==> src/hdl/ssvh_ram.sv <==
// ----------------------------------------------------------------------------
// ssvh_ram
// Generic single-write, single-read RAM with a registered read port.
// ----------------------------------------------------------------------------
module ssvh_ram #(
    parameter int WIDTH = 32,
    parameter int DEPTH = 64
) (
    input  logic                     clk,
    input  logic                     we,
    input  logic [$clog2(DEPTH)-1:0] waddr,
    input  logic [WIDTH-1:0]         wdata,
    input  logic [$clog2(DEPTH)-1:0] raddr,
    output logic [WIDTH-1:0]         rdata
);

    logic [WIDTH-1:0] mem [DEPTH];

    always_ff @(posedge clk)
    begin
        if (we)
        begin
            mem[waddr] <= wdata;
        end
        rdata <= mem[raddr];
    end

endmodule

==> config.mk <==
export PLATFORM = sky130hd
export DESIGN_NAME = ssvh_ram
export DESIGN_NICKNAME = d
export VERILOG_FILES = /design/src/hdl/ssvh_ram.sv
export SDC_FILE = /design/constraint.sdc
export NUM_CORES = 2
export LEC_CHECK = 0
export BUFFER_PORTS_ARGS = -buffer_cell sky130_fd_sc_hd__buf_4
export CAP_MARGIN = 25
export CORE_UTILIZATION = 44
export CTS_BUF_LIST = sky130_fd_sc_hd__clkbuf_16
export DETAILED_ROUTE_END_ITERATION = 7
export PLACE_DENSITY = 0.59
export SLEW_MARGIN = 10
export SYNTH_ARGS = -nofsm -noshare
export SYNTH_HDL_FRONTEND = slang
export SYNTH_SLANG_ARGS = --single-unit
==> constraint.sdc <==
create_clock -name clk -period 4.1 [get_ports clk]
set_input_delay 1.025 -clock clk [delete_from_list [all_inputs] [get_ports clk]]
set_output_delay 1.025 -clock clk [all_outputs]
set_load 0.005 [all_outputs]
# Word level (Yosys, flattened, before mapping)
# Memory sizes are Yosys's and may differ from the RTL's. A register that Yosys moved wholly into a read port is not among the register bits.
# Cells that the tools add are included.
# Widths: inputs -> output; s select.
totals:
  ramBits: 2048
  reg_bits: 0
  wordCells: 3
  out_inout_bits: 32
  rom_bits: 0
  inputBits: 46
  memories: 1
  latchBits: 0
memory_table:
  columns: ["memory", "depth", "width", "rd", "rd_ports_with_merged_regs", "wr", "line_no", "rtl"]
  rows:
  - ["mem", 64, 32, 1, 1, 1, "17", "logic [WIDTH-1:0] mem [DEPTH];"]
classes:
  n_shift: 0
  bitwise_logic: 0
  magnitude_cmp: 0
  eq_ne: 0
  muxes: 2
  mul: 0
  addsub: 0
  n_div: 0
  reduce_logical: 0
ops:
  columns: ["cell", "count"]
  rows:
  - ["$mux 1", 2]

# Logic depth before layout (Yosys ltp)
logic_depth:
  ltp_word: 2
  depth_mapped: 10
  ltp_nobuf: 5

# Worst setup path after synthesis
# No wires, ideal clock.
synth_path:
  kind: "input-to-reg"
  from: "input port waddr[3]"
  to: "memory mem[48][0] (enable)"
  path_buffers: 1
  setup_slack_ns: -0.085
  arrival_time_ns: 3.724
  setup_time_ns: 0.461
  cell_stages: 4
  required_time_ns: 3.639
  cell_sequence: "clkbuf_1 nor2b_1 nand4b_1 nor3_1"
synth_rtl:
  columns: ["element", "line_no", "rtl"]
  rows:
  - ["from (decl)", "11", "input logic [$clog2(DEPTH)-1:0] waddr,"]
  - ["to (decl)", "17", null]
# No word-level cell before the write port.

==> run summary <==
Entering global routing, the biggest net connects 65 pins. After global routing the overflow that remains totals 0. During synthesis, Yosys emitted a total of 0 warnings. Averaged over all synthesized cells, the footprint is 23.6 sq um. The detailed router finished its first iteration with 4243 violations.

For the reg-to-reg setup timing slack, the log shows 1820 ps. The final cycle utilization of the critical path is 79.3%. For this run, design rule violations remaining after detail routing come to 0.

In the final routed layout, each cell accounts on average for 33.4 um. STA puts the critical path data required time at 4780 ps. Summing the sequential cell areas from Yosys gives 79.1% of the chip area. Synthesis produced 3324 cells. The count of nets after finishing was 3712; the initial antenna violation count was 4. The global router's overall resource usage is 23.1%. The H-tree generated during clock tree synthesis spans 4 levels.

The share of total power dissipated in combinational logic is 5.1%. Setup repair after global routing left no endpoint under its margin. The logs give 154 for the count of standard-cell rows and 291000 um for the wire length of the first global-routing pass. In this run, synthesis inferred 2048 flip-flops with an integrated enable. Number of buffers created by CTS: 207. The total internal power came out at 34.8 mW. The run gives 0 as the number of buffers added for setup after CTS. The run gives 37500 as the number of vias after detailed routing.

The launch instance of the worst register-to-register path was mem[15][11]. CTS saw 2080 sinks. The final critical path time including I/O delays and setup is 3250 ps.

TritonCTS built the clock tree. For the latest clock arrival within the worst-skew pair, the log shows 830 ps. STA classifies the critical path startpoint as a primary input.

The die width was 424 um. The final design instance area without fill was 90800 sq um; the area of the die was 180000 sq um. The power density over the cells works out to 487 nW/um^2. The number of failing setup endpoints in the final timing report came out at 0.

The y dimension of the die is 424 um, and the distinct cell type count of the synthesized netlist is 34. The tools report the number of global-route vias before repair as 37400. The min-delay analysis places its worst path in the category in2reg. The post-route netlist has 31.5% of its cells at a drive strength greater than 1. For the final antenna-violating net count, the log shows 0. The flow ran to the end, and the final reports show no timing, DRC or antenna violations. The analysis attributes to cell leakage a power of 28.6 nW. The endpoint kind of the worst setup timing path is a flop. The worst hold path terminates at mem[54][23]. The final count of hold timing violations came out at 0. After detailed routing, the number of vias per cell comes to 6.06. Measured on the finished design, the core utilization comes to 51.4%. The tools report the number of violations of the max-capacitance limit as 0. Routability-driven placement finished with a final weighted congestion of 0.782. The largest fanout on the critical path came out at 43. The startpoint of the tightest hold check path is wdata[23]. The run gives 44.2 mW as the overall power after layout. Share of flip-flops with an asynchronous set or reset after synthesis: 0%. Across all setup checks in the final design, the least slack found is 850 ps.

Once detailed placement completed, the half-perimeter wirelength came to 115000 um. The critical path in this run is classified as in2reg. Worst setup skew after layout: 31.9 ps. For this design the total switching power over the nets is 9.41 mW. The sum of negative setup slack is 0 ps.

In this run the standard cell core region covers 177000 sq um. The tools report the post-route worst hold slack as 737 ps. The top-level I/O count is 78, and the number of hold-repair buffers added at the cts stage is 0. The most used flip-flop cell after synthesis was sky130_fd_sc_hd__edfxtp_1. The number of buffers on the longest clock path was 3; the switching fraction of total power was 21.3%. The tools report the number of max-slew violations in the final report as 0. The total nets after synthesis is 3370, and the synthesis-stage register bit count is 2080. The number of cells on the worst hold path is 1. For the pin with the worst max-slew slack, the measured transition is 850 ps.

The tools report the sequential fraction of design power as 53.5%. The detailed-routing iteration count for the pre-antenna-repair pass is 8. The run gives 43.2% as the remaining max-slew budget at the tightest pin.

In this run, the clock network consumes 41.4% of the power. Maximum clock frequency: 308 MHz. Post-synthesis to final-layout area growth: 15.7%. Clock-pin slew was measured on the worst setup and hold paths at 60 ps.

The tools report the worst flop-to-flop path endpoint as rdata[11]. Worst endpoint data arrival time: 3930 ps. Timing analysis after detailed placement gives a worst setup slack of 15.6 ps. Counting tap cells, the placed design contains a total of 5797 instances. The initial core utilization was 44.4%; the number of cells traversed by the worst register-to-register path was 4. After detailed placement, the total cell area comes to 84300 sq um.

The routed wire length was 206000 um; the count of input and output buffers was 77. The master cell of the clock root buffer is sky130_fd_sc_hd__clkbuf_16. The final cell count without fillers was 6186; the largest voltage drop on the vdd net was 407 uV.

The synthesized netlist occupies a cell area of 78500 sq um. The total of cells resized after clock tree synthesis is 0.
-- worst max-delay path, cell delays in order --
cell	delay (ps)
sky130_fd_sc_hd__buf_8	490
sky130_fd_sc_hd__buf_12	260
sky130_fd_sc_hd__buf_12	180
sky130_fd_sc_hd__buf_12	230
sky130_fd_sc_hd__mux4_2	350
sky130_fd_sc_hd__mux4_2	490
sky130_fd_sc_hd__o22ai_1	650
sky130_fd_sc_hd__nor2_1	130
-- metal layers --
layer / part of all wire [%] / global-route usage [%]
met1: 42 / 33.3
met2: 49 / 37.2
met3: 7.0 / 3.49
met4: 2.1 / 5.65
met5: 0.0063 / 0
-- flip-flops by register name, indices dropped and copies added, names as in the netlist --
signal  count
rdata      32
mem      2048
-- power groups by stage --
stage	Combinational (mW)	Sequential [mW]	Clock (mW)
2_1_floorplan	1.15	24.0	0
3_5_place_dp	2.30	24.1	0
3_3_place_gp	2.28	24.1	0
4_1_cts	2.31	23.7	18.6
6_report	2.27	23.6	18.3
5_1_grt	2.40	23.7	19.4
-- placed cells by master (no fill, tap or decap), types with 4 or more instances in the layout --
cell and instances:
sky130_fd_sc_hd__nor2b_1 15, sky130_fd_sc_hd__bufinv_16 16, sky130_fd_sc_hd__nor2_4 62, sky130_fd_sc_hd__nand2_1 26, sky130_fd_sc_hd__nor3_1 5, sky130_fd_sc_hd__edfxtp_1 2048, sky130_fd_sc_hd__o221ai_1 27, sky130_fd_sc_hd__a41o_1 4
sky130_fd_sc_hd__clkbuf_16 213, sky130_fd_sc_hd__o32ai_1 4, sky130_fd_sc_hd__and3_1 4, sky130_fd_sc_hd__inv_1 58, sky130_fd_sc_hd__buf_4 246, sky130_fd_sc_hd__clkinv_2 43, sky130_fd_sc_hd__nand3_1 5, sky130_fd_sc_hd__a311oi_1 8
sky130_fd_sc_hd__dfxtp_1 32, sky130_fd_sc_hd__mux4_2 544, sky130_fd_sc_hd__nand3b_1 5, sky130_fd_sc_hd__clkinv_1 48, sky130_fd_sc_hd__nor2_1 75, sky130_fd_sc_hd__nand2b_1 7, sky130_fd_sc_hd__mux2i_1 93, sky130_fd_sc_hd__a22oi_1 12
sky130_fd_sc_hd__o22ai_1 84, sky130_fd_sc_hd__a21oi_1 62, sky130_fd_sc_hd__buf_12 65
-- synth_stat cells, types with 4 or more instances --
| library cell | n | area (sq um) |
|---|---|---|
| sky130_fd_sc_hd__and3_1 | 4 | 25.0 |
| sky130_fd_sc_hd__nor2_1 | 137 | 514 |
| sky130_fd_sc_hd__mux4_2 | 544 | 12300 |
| sky130_fd_sc_hd__nand3b_1 | 5 | 37.5 |
| sky130_fd_sc_hd__a41o_1 | 4 | 40.0 |
| sky130_fd_sc_hd__o221ai_1 | 27 | 236 |
| sky130_fd_sc_hd__a311oi_1 | 8 | 70.1 |
| sky130_fd_sc_hd__a22oi_1 | 12 | 90.1 |
| sky130_fd_sc_hd__buf_1 | 21 | 78.8 |
| sky130_fd_sc_hd__clkbuf_1 | 74 | 278 |
| sky130_fd_sc_hd__nand3_1 | 5 | 25.0 |
| sky130_fd_sc_hd__buf_2 | 57 | 285 |
| sky130_fd_sc_hd__nand2b_1 | 8 | 50.1 |
| sky130_fd_sc_hd__o22ai_1 | 84 | 526 |
| sky130_fd_sc_hd__a21oi_1 | 62 | 310 |
| sky130_fd_sc_hd__nor3_1 | 7 | 35.0 |
| sky130_fd_sc_hd__buf_6 | 5 | 56.3 |
| sky130_fd_sc_hd__dfxtp_1 | 32 | 641 |
| sky130_fd_sc_hd__buf_4 | 25 | 188 |
| sky130_fd_sc_hd__mux2i_1 | 93 | 931 |
| sky130_fd_sc_hd__edfxtp_1 | 2048 | 61500 |
| sky130_fd_sc_hd__nor2b_1 | 15 | 93.8 |
| sky130_fd_sc_hd__nand2_1 | 26 | 97.6 |
| sky130_fd_sc_hd__o32ai_1 | 4 | 35.0 |
-- cells by family after synthesis --
kind of cell           share of synthesized area [%]
AO/OA/AOI/OAI                                   1.67
buffers and inverters                           1.13
flip-flops                                      79.1
multiplexers                                    16.8
AND/OR/NAND/NOR                                 1.27
-- area by class of cell --
class,count,area (sq um)
Antenna cell,1,2.50
Clock buffer,213,5330
Clock inverter,175,1260
Fill cell,13600,85900
Multi-Input combinational cell,1062,16000
Sequential cell,2080,62100
Tap cell,2340,2930
Timing Repair Buffer,315,3200
-- worst max-delay path by stage --
stage,cells past startpoint,start,slack [ps],to
2_1_floorplan,4,waddr[5],420,mem[39][0]
6_report,8,raddr[1],850,rdata[2]
4_1_cts,8,raddr[1],900,rdata[2]
5_1_grt,7,raddr[0],860,rdata[2]
3_5_place_dp,8,raddr[1],20,rdata[2]
3_3_place_gp,8,raddr[1],10,rdata[2]
No activity file was read; power rests on OpenSTA's default activity.
